File: src/design/bsd_pkg.sv
// ----------------------------------------------------------------------------
// bsd_pkg
// Shared widths, types and helper functions of the base-b sum digit emitter.
// ----------------------------------------------------------------------------
`default_nettype none

package bsd_pkg;

  localparam int OPERAND_BITS = 31;
  localparam int MAX_DIGITS   = 32;

  localparam int SUM_BITS = OPERAND_BITS + 1;
  localparam int RADIX_W  = 6;
  localparam int DIGIT_W  = 6;
  localparam int CHAR_W   = 7;
  localparam int CNT_W    = $clog2(MAX_DIGITS + 1);
  localparam int IDX_W    = $clog2(MAX_DIGITS);
  localparam int STEP_W   = $clog2(SUM_BITS);

  localparam logic [RADIX_W-1:0] RADIX_RESET = RADIX_W'(10);
  localparam logic [RADIX_W-1:0] RADIX_MIN   = RADIX_W'(2);
  localparam logic [RADIX_W-1:0] RADIX_MAX   = RADIX_W'(36);

  localparam logic [CHAR_W-1:0] CHAR_ZERO  = CHAR_W'(8'h30);
  localparam logic [CHAR_W-1:0] CHAR_LOWER = CHAR_W'(8'h61);
  localparam logic [DIGIT_W-1:0] DEC_DIGITS = DIGIT_W'(10);

  typedef enum logic [1:0] {
    ST_IDLE,
    ST_DIVIDE,
    ST_FINISH,
    ST_EMIT
  } bsd_state_t;

  // Control of the serial divider: load a new dividend or do one step.
  typedef struct packed {
    logic load;
    logic step;
  } bsd_div_ctrl_t;

  // Values below two act as base two, values above thirty-six as base 36.
  function automatic logic [RADIX_W-1:0] effective_radix(input logic [RADIX_W-1:0] r);
    logic [RADIX_W-1:0] res;
    res = r;
    if (r < RADIX_MIN) res = RADIX_MIN;
    else if (r > RADIX_MAX) res = RADIX_MAX;
    return res;
  endfunction

  // ASCII character of a digit: '0'-'9', then 'a'-'z'.
  function automatic logic [CHAR_W-1:0] digit_char_of(input logic [DIGIT_W-1:0] d);
    logic [CHAR_W-1:0] res;
    if (d < DEC_DIGITS) res = CHAR_ZERO + CHAR_W'(d);
    else res = CHAR_LOWER + CHAR_W'(d - DEC_DIGITS);
    return res;
  endfunction

endpackage

`default_nettype wire

File: src/design/bsd_divider.sv
// ----------------------------------------------------------------------------
// bsd_divider
// Restoring divider by the radix, one quotient bit per step.
// ----------------------------------------------------------------------------
`default_nettype none

module bsd_divider (
  input  wire                                 clk,
  input  wire bsd_pkg::bsd_div_ctrl_t         ctrl,
  input  wire logic [bsd_pkg::SUM_BITS-1:0]   dividend,
  input  wire logic [bsd_pkg::RADIX_W-1:0]    radix,
  output logic      [bsd_pkg::SUM_BITS-1:0]   quotient,
  output logic      [bsd_pkg::DIGIT_W-1:0]    remainder
);
  import bsd_pkg::*;

  logic [DIGIT_W:0]   trial;
  logic [DIGIT_W:0]   diff;
  logic               fits;
  logic [DIGIT_W-1:0] remainder_next;

  // The dividend shifts out at the top while quotient bits shift in below.
  assign trial = {remainder, quotient[SUM_BITS-1]};
  assign diff  = trial - {1'b0, radix};
  assign fits  = (trial >= {1'b0, radix});
  assign remainder_next = fits ? diff[DIGIT_W-1:0] : trial[DIGIT_W-1:0];

  always_ff @(posedge clk) begin
    if (ctrl.load) begin
      quotient  <= dividend;
      remainder <= '0;
    end else if (ctrl.step) begin
      quotient  <= {quotient[SUM_BITS-2:0], fits};
      remainder <= remainder_next;
    end
  end

endmodule

`default_nettype wire

File: src/design/bsd_digit_stack.sv
// ----------------------------------------------------------------------------
// bsd_digit_stack
// Shift-register stack of digits: pushed least significant first, popped
// most significant first.
// ----------------------------------------------------------------------------
`default_nettype none

module bsd_digit_stack (
  input  wire                                clk,
  input  wire                                rst,
  input  wire                                push,
  input  wire                                pop,
  input  wire logic [bsd_pkg::DIGIT_W-1:0]   push_digit,
  output logic      [bsd_pkg::DIGIT_W-1:0]   top_digit,
  output logic                               top_last
);
  import bsd_pkg::*;

  logic [DIGIT_W-1:0] digit_store [MAX_DIGITS];
  logic [CNT_W-1:0]   digit_count;

  assign top_digit = digit_store[0];
  assign top_last  = (digit_count == CNT_W'(1));

  always_ff @(posedge clk) begin
    if (push) begin
      digit_store[0] <= push_digit;
      for (int i = 1; i < MAX_DIGITS; i++) begin
        digit_store[i] <= digit_store[i-1];
      end
    end else if (pop) begin
      for (int i = 0; i < MAX_DIGITS - 1; i++) begin
        digit_store[i] <= digit_store[i+1];
      end
    end
  end

  always_ff @(posedge clk) begin
    if (rst) begin
      digit_count <= '0;
    end else if (push) begin
      digit_count <= digit_count + CNT_W'(1);
    end else if (pop) begin
      digit_count <= digit_count - CNT_W'(1);
    end
  end

endmodule

`default_nettype wire

File: src/design/base_b_sum_digit_emitter.sv
// ----------------------------------------------------------------------------
// base_b_sum_digit_emitter
// Adds two non-negative operands and writes the sum in a base from 2 to 36,
// one digit item at a time, most significant digit first.
// ----------------------------------------------------------------------------
//
// Channel   Dir  Contents
// s_*       in   one item: first_operand, second_operand
// m_*       out  one digit item: digit_value, digit_char; tlast = last_digit
// radix_*   in   write of the radix register (reset value 10)
//
// An accepted item first passes through the serial dividers for each digit:
// a DIVIDE state that takes one quotient bit per step for every bit of the sum,
// then a FINISH state that stacks the digit and reloads the dividers. The
// digits then leave at one digit per cycle while the sink keeps m_tready
// high; a run has n digits, where n is one more than the base-b length of
// the longer operand.
// Reset is synchronous and clears the control state, the stack count, the output valid flag and the radix register.
// A stalled sink holds the digit in the output register; once the last digit
// has left the stack the block takes the next item while that digit waits.
// ----------------------------------------------------------------------------
`default_nettype none

module base_b_sum_digit_emitter (
  input  wire                                 clk,
  input  wire                                 rst,
  // Configuration: radix register.
  input  wire                                 radix_we,
  input  wire logic [bsd_pkg::RADIX_W-1:0]    radix_wdata,
  // Input items. tdata, lowest bit up: first_operand[30:0],
  // second_operand[61:31], zero padding[63:62].
  input  wire                                 s_tvalid,
  output logic                                s_tready,
  input  wire logic [63:0]                    s_tdata,
  // Digit items. tdata, lowest bit up: digit_value[5:0], digit_char[12:6],
  // zero padding[15:13]. tlast carries last_digit.
  output logic                                m_tvalid,
  input  wire                                 m_tready,
  output logic      [15:0]                    m_tdata,
  output logic                                m_tlast
);
  import bsd_pkg::*;

  bsd_state_t state, state_next;

  logic [RADIX_W-1:0]  radix;
  logic [RADIX_W-1:0]  base;
  logic [STEP_W-1:0]   bit_cnt;
  logic [IDX_W-1:0]    digit_idx;
  logic                m_was_zero;

  logic [OPERAND_BITS-1:0] first_operand;
  logic [OPERAND_BITS-1:0] second_operand;
  logic [SUM_BITS-1:0]     sum;
  logic [SUM_BITS-1:0]     longer;

  bsd_div_ctrl_t       div_ctrl;
  logic [SUM_BITS-1:0] sum_dividend;
  logic [SUM_BITS-1:0] len_dividend;
  logic [SUM_BITS-1:0] sum_quot;
  logic [SUM_BITS-1:0] len_quot;
  logic [DIGIT_W-1:0]  sum_rem;
  logic [DIGIT_W-1:0]  len_rem;
  logic [RADIX_W-1:0]  div_radix;

  logic                push;
  logic                pop;
  logic                run_done;
  logic [DIGIT_W-1:0]  top_digit;
  logic                top_last;

  logic [DIGIT_W-1:0]  digit_value;
  logic [CHAR_W-1:0]   digit_char;

  assign first_operand  = s_tdata[OPERAND_BITS-1:0];
  assign second_operand = s_tdata[2*OPERAND_BITS-1:OPERAND_BITS];
  assign sum    = {1'b0, first_operand} + {1'b0, second_operand};
  assign longer = (first_operand > second_operand) ? {1'b0, first_operand}
                                                   : {1'b0, second_operand};

  // On acceptance the dividers take the operands; later they take their own
  // quotients back for the next digit.
  assign sum_dividend = (state == ST_IDLE) ? sum : sum_quot;
  assign len_dividend = (state == ST_IDLE) ? longer : len_quot;
  assign div_radix    = (state == ST_IDLE) ? effective_radix(radix) : base;

  // The run ends once the longer operand has been divided down to zero before
  // a step (that step gives the extra leading digit), but never on the first
  // digit, since an operand of zero still counts as one digit. The stack
  // depth bounds the run in any case.
  assign run_done = ((digit_idx != '0) && m_was_zero)
                 || (digit_idx == IDX_W'(MAX_DIGITS - 1));

  // One divider yields the digits of the sum; the other walks the longer
  // operand down to find the length of the run.
  bsd_divider u_sum_div (
    .clk       (clk),
    .ctrl      (div_ctrl),
    .dividend  (sum_dividend),
    .radix     (div_radix),
    .quotient  (sum_quot),
    .remainder (sum_rem)
  );

  bsd_divider u_len_div (
    .clk       (clk),
    .ctrl      (div_ctrl),
    .dividend  (len_dividend),
    .radix     (div_radix),
    .quotient  (len_quot),
    .remainder (len_rem)
  );

  bsd_digit_stack u_stack (
    .clk        (clk),
    .rst        (rst),
    .push       (push),
    .pop        (pop),
    .push_digit (sum_rem),
    .top_digit  (top_digit),
    .top_last   (top_last)
  );

  always_ff @(posedge clk) begin
    if (rst) begin
      state <= ST_IDLE;
    end else begin
      state <= state_next;
    end
  end

  always_comb begin
    state_next    = state;
    s_tready      = 1'b0;
    div_ctrl.load = 1'b0;
    div_ctrl.step = 1'b0;
    push          = 1'b0;
    pop           = 1'b0;
    unique case (state)
      ST_IDLE: begin
        s_tready = 1'b1;
        if (s_tvalid) begin
          div_ctrl.load = 1'b1;
          state_next    = ST_DIVIDE;
        end
      end
      ST_DIVIDE: begin
        div_ctrl.step = 1'b1;
        if (bit_cnt == STEP_W'(SUM_BITS - 1)) begin
          state_next = ST_FINISH;
        end
      end
      ST_FINISH: begin
        push = 1'b1;
        if (run_done) begin
          state_next = ST_EMIT;
        end else begin
          div_ctrl.load = 1'b1;
          state_next    = ST_DIVIDE;
        end
      end
      ST_EMIT: begin
        pop = !m_tvalid || m_tready;
        if (pop && top_last) begin
          state_next = ST_IDLE;
        end
      end
      default: begin
        state_next = ST_IDLE;
      end
    endcase
  end

  // Datapath bookkeeping for the division loop.
  always_ff @(posedge clk) begin
    if (div_ctrl.load) begin
      bit_cnt    <= '0;
      m_was_zero <= (len_dividend == '0);
    end else if (div_ctrl.step) begin
      bit_cnt <= bit_cnt + STEP_W'(1);
    end
    if (state == ST_IDLE) begin
      digit_idx <= '0;
      base      <= effective_radix(radix);
    end else if (push && !run_done) begin
      digit_idx <= digit_idx + IDX_W'(1);
    end
  end

  always_ff @(posedge clk) begin
    if (rst) begin
      radix <= RADIX_RESET;
    end else if (radix_we) begin
      radix <= radix_wdata;
    end
  end

  // Output register: refilled from the stack during emission whenever it is empty or taken.
  always_ff @(posedge clk) begin
    if (rst) begin
      m_tvalid <= 1'b0;
    end else if (pop) begin
      m_tvalid <= 1'b1;
    end else if (m_tready) begin
      m_tvalid <= 1'b0;
    end
  end

  always_ff @(posedge clk) begin
    if (pop) begin
      digit_value <= top_digit;
      digit_char  <= digit_char_of(top_digit);
      m_tlast     <= top_last;
    end
  end

  assign m_tdata = {3'b000, digit_char, digit_value};

  // The remainder of the length divider plays no part in the result.
  logic len_rem_unused;
  assign len_rem_unused = ^len_rem;

endmodule

`default_nettype wire
File: config.mk
export PLATFORM = sky130hd
export DESIGN_NAME = base_b_sum_digit_emitter
export DESIGN_NICKNAME = d
export VERILOG_FILES = /design/src/design/bsd_pkg.sv /design/src/design/bsd_divider.sv /design/src/design/bsd_digit_stack.sv /design/src/design/base_b_sum_digit_emitter.sv
export SDC_FILE = /design/constraint.sdc
export NUM_CORES = 1
export LEC_CHECK = 0
export BUFFER_PORTS_ARGS = -buffer_cell sky130_fd_sc_hd__buf_4
export CAP_MARGIN = 20
export CELL_PAD_IN_SITES_DETAIL_PLACEMENT = 1
export CELL_PAD_IN_SITES_GLOBAL_PLACEMENT = 1
export CORE_MARGIN = 2
export CORE_UTILIZATION = 45
export CTS_CLUSTER_DIAMETER = 120
export CTS_CLUSTER_SIZE = 16
export DETAILED_ROUTE_END_ITERATION = 8
export PLACE_DENSITY_LB_ADDON = 0.15
export SLEW_MARGIN = 0
export SYNTH_ARGS = -nofsm -noshare
export SYNTH_HDL_FRONTEND = slang
export SYNTH_SLANG_ARGS = --single-unit
File: constraint.sdc
create_clock -name clk -period 4.5 [get_ports clk]
set_clock_uncertainty 0.15 [all_clocks]
set_input_delay 0 -clock clk [delete_from_list [all_inputs] [get_ports clk]]
set_output_delay 0 -clock clk [all_outputs]
set_load 0.005 [all_outputs]
* Yosys cells after proc, flatten, opt, wreduce, memory -nomap -nowiden
Memory sizes are Yosys's and may differ from the RTL's. Cells that the tools add are included.
Storage, ports and cells: register bits after elaboration 122, memory bits (writable) 192, bits of input ports 75, output and inout port bits 19, logic and storage cells 153, memories 1
Operators by class: add/sub/neg operators 10, $lt $le $gt $ge 6, equal/unequal tests 10, mux-type cells 65, bitwise gates (word level) 31, reductions and logical operators 15
Memory list:
- u_stack.digit_store | words 32, width 6, read ports 32, clocked after memory_dff 0, write ports 32, RTL line bsd_digit_stack.sv:19 | logic [DIGIT_W-1:0] digit_store [MAX_DIGITS];
Operators by type and width (count):
- $mux W6 | 38
- $mux W32 | 6
- $add A31 B31 Y32 | 1
- $logic_not A32 Y1 | 1
- $gt A31 B31 Y1 | 1
- $mux W31 | 1
- $or A1 B1 Y1 | 31
- $ge A7 B6 Y1 | 2
- $mux W1 | 13
- $sub A6 B6 Y6 | 2
- $add A5 B1 Y5 const B | 2
- $eq A5 B5 Y1 const B | 2
- $mux W2 | 4
- $pmux W2 S4 | 1
- $add A6 B6 Y7 const A | 1
- $add A7 B7 Y7 const A | 1
- $mux W7 | 1
- $sub A6 B4 Y7 const B | 1
- $add A6 B1 Y6 const B | 1
- $eq A6 B1 Y1 const B | 1
- $gt A6 B6 Y1 const B | 1
- $lt A6 B2 Y1 const B | 1
- $lt A6 B4 Y1 const B | 1
- $ne A2 B2 Y1 const B | 3
- other kinds (13) | 20

* Logic depth before layout (Yosys ltp)
word-level depth 7, gate-level depth with buffers 18, mapped depth without buffers 15

* By module
From an unflattened synthesis, not the netlist that was laid out.
Unflattened totals: cell total of the unflattened synthesis 1469, area total of the unflattened synthesis 17540.6 µm²
Modules (own cells, without submodules):
- bsd_digit_stack | instances 1, cells each 443, area each 8364.3 µm², seq. area each 5885.6 µm²
- base_b_sum_digit_emitter | instances 1, cells each 738, area each 5302.6 µm², seq. area each 950.9 µm²
- bsd_divider | instances 2, cells each 144, area each 1936.9 µm², seq. area each 1081.0 µm²

* Worst setup path after synthesis
OpenSTA, ideal clock, no wires.
path kind register to register, from register state[1], to register u_len_div.remainder[0] (netlist bit), setup time 117 ps, arrival 3716 ps, required time 4233 ps, slack 517 ps, stages on the path, launching flop included 18, buffers on the path 4, period minus slack after synthesis 3983 ps, path through dfxtp_1 > or2_2 > clkbuf_1 > clkbuf_1 > buf_2 > o21ai_0 > inv_1 > ha_1 > nor2b_1 > o21ai_0 > nand2b_1 > a21o_1 > a21oi_1 > o21ai_0 > a211o_1 > clkbuf_1 > mux2i_1 > a22o_1
Between the ends: longest elaborated chain between the ends 4, elaborated cells on any way between the ends 9, classes of those cells add/sub (1); order compare (1); eq/ne (2); mux (4); reduce/logical (1)
RTL lines:
- start, declared | RTL line base_b_sum_digit_emitter.sv:44 | bsd_state_t state, state_next;
- start signal, assigned | RTL line base_b_sum_digit_emitter.sv:128 | state <= state_next;
- $logic_not A2 Y1 | RTL line base_b_sum_digit_emitter.sv:85 | assign div_radix = (state == ST_IDLE) ? effective_radix(radix) : base;
- $mux W6
- net div_radix[1] | RTL line base_b_sum_digit_emitter.sv:64 | logic [RADIX_W-1:0] div_radix;
- $ge A7 B6 Y1 | RTL line bsd_divider.sv:25 | assign fits = (trial >= {1'b0, radix});
- $mux W6 | RTL line bsd_divider.sv:26 | assign remainder_next = fits ? diff[DIGIT_W-1:0] : trial[DIGIT_W-1:0];
- end signal, assigned | RTL line bsd_divider.sv:34 | remainder <= remainder_next;
- end, declared | RTL line bsd_divider.sv:13 | output logic [bsd_pkg::DIGIT_W-1:0] remainder
The timed path passes the listed nets, and every way through them passes these cells. A chain may end at the register's enable or synchronous reset.

* Worst setup path in the final report
from input port s_tdata[35], to register m_was_zero (data pin)
Between the ends: longest elaborated chain between the ends 4
RTL lines:
- start, declared | RTL line base_b_sum_digit_emitter.sv:34 | input wire logic [63:0] s_tdata,
- $gt A31 B31 Y1 | RTL line base_b_sum_digit_emitter.sv:78 | assign longer = (first_operand > second_operand) ? {1'b0, first_operand}
- $mux W31 * | RTL line base_b_sum_digit_emitter.sv:78
- $mux W32 * | RTL line base_b_sum_digit_emitter.sv:84 | assign len_dividend = (state == ST_IDLE) ? longer : len_quot;
- $logic_not A32 Y1 * | RTL line base_b_sum_digit_emitter.sv:178 | m_was_zero <= (len_dividend == '0);
- end signal, assigned | RTL line base_b_sum_digit_emitter.sv:178
- end, declared | RTL line base_b_sum_digit_emitter.sv:50 | logic m_was_zero;
Every way passes the cells marked *; elsewhere a longest branch is shown, timed or not.

==> parameters.txt <==
Parameter                              Value

Placed design
  Instance area at placement    roughly 18000 um2
  Detailed placement HPWL    approximately 26000 um
  Total of buffers placed on input and output ports    88
  Gp weighted congestion    around 0.8

Die
  Initial Utilization    45.4%
  Die span in y    approximately 200 um
  Top-Level Pins    94
  Die area    slightly below 40000 um2
  Width of the chip    roughly 200 um
  Area of the placeable core    approximately 37000 um2
  Row count    between 70 and 80

Setup path
  Worst Setup Path Type    primary input to flop
  Data required time of the critical path    ~4800 ps
  Buffers and inverters on the worst path    4
  Crit path capture type    flop
  Max FO, Critical Path    19
  Cell breakdown of the critical path    dlygate4sd3_1 -> buf_4 -> inv_1 -> ha_1 -> a211oi_1 -> nor2_1 -> o31ai_1 -> and4b_4 -> nand2b_4 -> mux2i_1 -> dlygate4sd3_1 -> o21ai_0 -> nor4_1 -> and4_1
  Slowest cell on crit path    sky130_fd_sc_hd__dlygate4sd3_1
  CP top delay family    simple AND/OR/NAND/NOR gates
  Kind of start point of the critical path    primary input
  Cell mode on critical path    sky130_fd_sc_hd__dlygate4sd3_1
  Arr. time, crit path    roughly 4500 ps
  Critical path's largest stage delay    around 570 ps

Cells and area
  Finished layout cell area    19800 um2
  Commonest non-fill, non-tap cells in the layout    sky130_fd_sc_hd__edfxtp_1, sky130_fd_sc_hd__mux2_2, sky130_fd_sc_hd__nand2_1
  Commonest non-fill, non-tap cell in the layout    sky130_fd_sc_hd__edfxtp_1
  Final Net Count    1758
  Synthesis-to-finish area growth    16.2%
  Share of layout cells above drive strength 1    approximately a fifth
  Final core utilization    a little over half
  Final antenna diode count    0

Clock network
  Number of post-CTS setup repair buffers    0
  Maximum clock insertion buffer count    3
  Clock tree from TritonCTS    built
  Number of buffers created by CTS    23
  CTS root buffer    sky130_fd_sc_hd__clkbuf_16
  Clock Sinks    314
  Clock latency on the worst-skew pair    between 500 and 600 ps
  H-tree depth    1
  Clock slew at reported path FFs    ~80 ps

GRT
  Largest net degree at the start of global routing    91
  Initial antenna violation count    0
  Vias in the first global route    ~12000
  Wire length of the first global-routing pass    ~63000 um
  Aggregate global routing overflow    0
  Overall routing resource usage    approximately a fifth

Synthesis
  Async set-reset flop share out of synthesis    0%
  EDFF count, synth    approximately 270
  Mean instance size in the synthesized netlist    ~12 um2
  Count of different cell masters after synthesis    75
  Sequential element share of the synthesized area    around 53%
  Number of storage elements in the synthesis netlist    ~310
  Cell area after synthesis    around 17000 um2
  Number of warning messages in the yosys log    0
  Most instantiated flip-flop cell in the synthesis netlist    sky130_fd_sc_hd__edfxtp_1
  Post-Synthesis Cells    1445

Pwr
  Overall Power    around 6800 uW
  Worst IR Drop VDD    roughly 0.25 mV
  Areal power density over the cells    ~350 nW/um2
  Leakage power    0.00741 uW

Timing
  Tcrit/Tclk final    about 95%
  Least-Margin Pin Slew    ~960 ps
  Total setup violations reported at the end of the flow    0
  Max-slew violation count    0
  Final critical path time including I/O delays and setup    4260 ps
  Setup tns final    0 ps
  Max Fclk    approximately 230 MHz
  Setup repair after global routing missed its margin    false
  Worst max-slew margin expressed relative to the limit    36.0%
  Fin. Hold Viols    0

Routing
  Via density    5.38
  Starting DRC count in detailed routing    roughly 500
  Wire length per cell    18.0 um
  Sum of routed wire length over all layers    between 30000 and 40000 um
  Antenna Violating Nets Remaining    0
  Detailed Routing Iterations Pass 1    4
  Residual DRC    0
  Vias    between 10000 and 15000

Status
  Result of the run    completed

Run
  Number of max-cap violations    0

Min path
  HP Class    primary input to flop
## layer usage
layer  part of all wire [%]  routed length [um]  GRT usage, %  vias up
li1                       -                   -             -     5571
met1                     44               16700          24.0     5669
met2                     52               19900          36.9      120
met3                    2.1                 817          2.35       47
met4                    2.3                 872          4.98        0
met5                      0                   0             0        -
## logic make-up (layout without fill, tap and decap cells)
kind of cell    count (synthesis)  count (layout)  share of synthesized area (%)
fa+ha+maj                      90              90                           6.74
simple gates                  383             384                           11.3
xor+xnor                       46              46                           2.37
mux                           208             208                           13.6
flops                         314             314                           53.0
other cells                     1               3                         0.0221
buf+inv                       160             323                           3.98
compound gates                243             243                           9.04
## cells in the mapped netlist (6+ instances only)
cell type,n,area [um2]
sky130_fd_sc_hd__nor2_1,77,289
sky130_fd_sc_hd__a21oi_1,64,320
sky130_fd_sc_hd__a31oi_1,6,37.5
sky130_fd_sc_hd__buf_1,13,48.8
sky130_fd_sc_hd__nand4b_1,16,140
sky130_fd_sc_hd__clkbuf_1,40,150
sky130_fd_sc_hd__inv_1,77,289
sky130_fd_sc_hd__dfxtp_1,43,861
sky130_fd_sc_hd__a22o_1,7,61.3
sky130_fd_sc_hd__nor3_1,14,70.1
sky130_fd_sc_hd__xor2_1,13,114
sky130_fd_sc_hd__a2bb2oi_1,14,123
sky130_fd_sc_hd__mux2i_1,26,260
sky130_fd_sc_hd__and3_1,19,119
sky130_fd_sc_hd__o31a_1,7,61.3
sky130_fd_sc_hd__edfxtp_1,271,8140
sky130_fd_sc_hd__buf_2,18,90.1
sky130_fd_sc_hd__nand3_1,31,155
sky130_fd_sc_hd__nor2b_1,7,43.8
sky130_fd_sc_hd__xnor2_1,33,289
sky130_fd_sc_hd__mux2_2,182,2050
sky130_fd_sc_hd__o211ai_1,6,45.0
sky130_fd_sc_hd__nand4_1,11,68.8
sky130_fd_sc_hd__nand2_1,140,526
sky130_fd_sc_hd__o31ai_1,9,67.6
sky130_fd_sc_hd__o21ai_1,7,35.0
sky130_fd_sc_hd__ha_1,86,1080
sky130_fd_sc_hd__o21ai_0,76,380
sky130_fd_sc_hd__nor4_1,14,87.6
sky130_fd_sc_hd__nand2b_1,16,100
sky130_fd_sc_hd__or3_1,12,75.1
sky130_fd_sc_hd__a211oi_1,7,52.6
sky130_fd_sc_hd__o21bai_1,7,52.6
## area by class of cell
cell class                      instances  area, um2
Multi-Input combinational cell        974       7380
Fill cell                            3895      17600
Clock buffer                           40        639
Clock inverter                          2       28.8
Tap cell                              511        639
Timing Repair Buffer                  200       1760
Inverter                               81        304
Sequential cell                       314       9000
## flip-flops by register name, summed over array words and instances (netlist names)
register and flops:
m_was_zero 1, u_stack.digit_store 192, state 2, digit_value 6
u_len_div.quotient 32, digit_idx 5, u_stack.digit_count 6, digit_char 7
u_sum_div.remainder 6, m_tlast 1, m_tvalid 1, radix 6
base 6, bit_cnt 5, u_len_div.remainder 6, u_sum_div.quotient 32
## worst min-delay path, delay by kind of cell
family	cells	cell delay, ps
compound gates	1	150
xor+xnor	1	120
buf+inv	1	100
fa+ha+maj	1	230
## stage by stage
stage	worst slack, ps	instances	hold slack, ps
2_1_floorplan	517	1447	-80.9
3_3_place_gp	518	1987	74.6
3_5_place_dp	442	1987	85.3
4_1_cts	162	2120	1.12
5_1_grt	82.3	2122	26.8
6_report	239	2122	5.35
## power breakdown
part / internal, uW / switching, uW / total [uW]
Clock: 978 / 1010 / 1990
Sequential: 3330 / 96.8 / 3430
Combinational: 645 / 754 / 1400
Total: 4960 / 1870 / 6820
## final timing paths
check,endpoint,slack [ps],cells after the start,from
worst min register to register,base[4],300,2,base[4]
worst max register to register,u_len_div.quotient[0],650,15,radix[2]
worst max-delay path,m_was_zero,240,14,s_tdata[35]
worst min-delay path,u_sum_div.quotient[4],5,4,s_tdata[4]
## what timing repair did
item / CTS / global route
setup endpoints to repair: 0 / 1
gates resized for setup: 0 / 2
hold buffers: 91 / 0
hold endpoints to repair: 61 / 0
No activity file was read; power rests on OpenSTA's default activity.
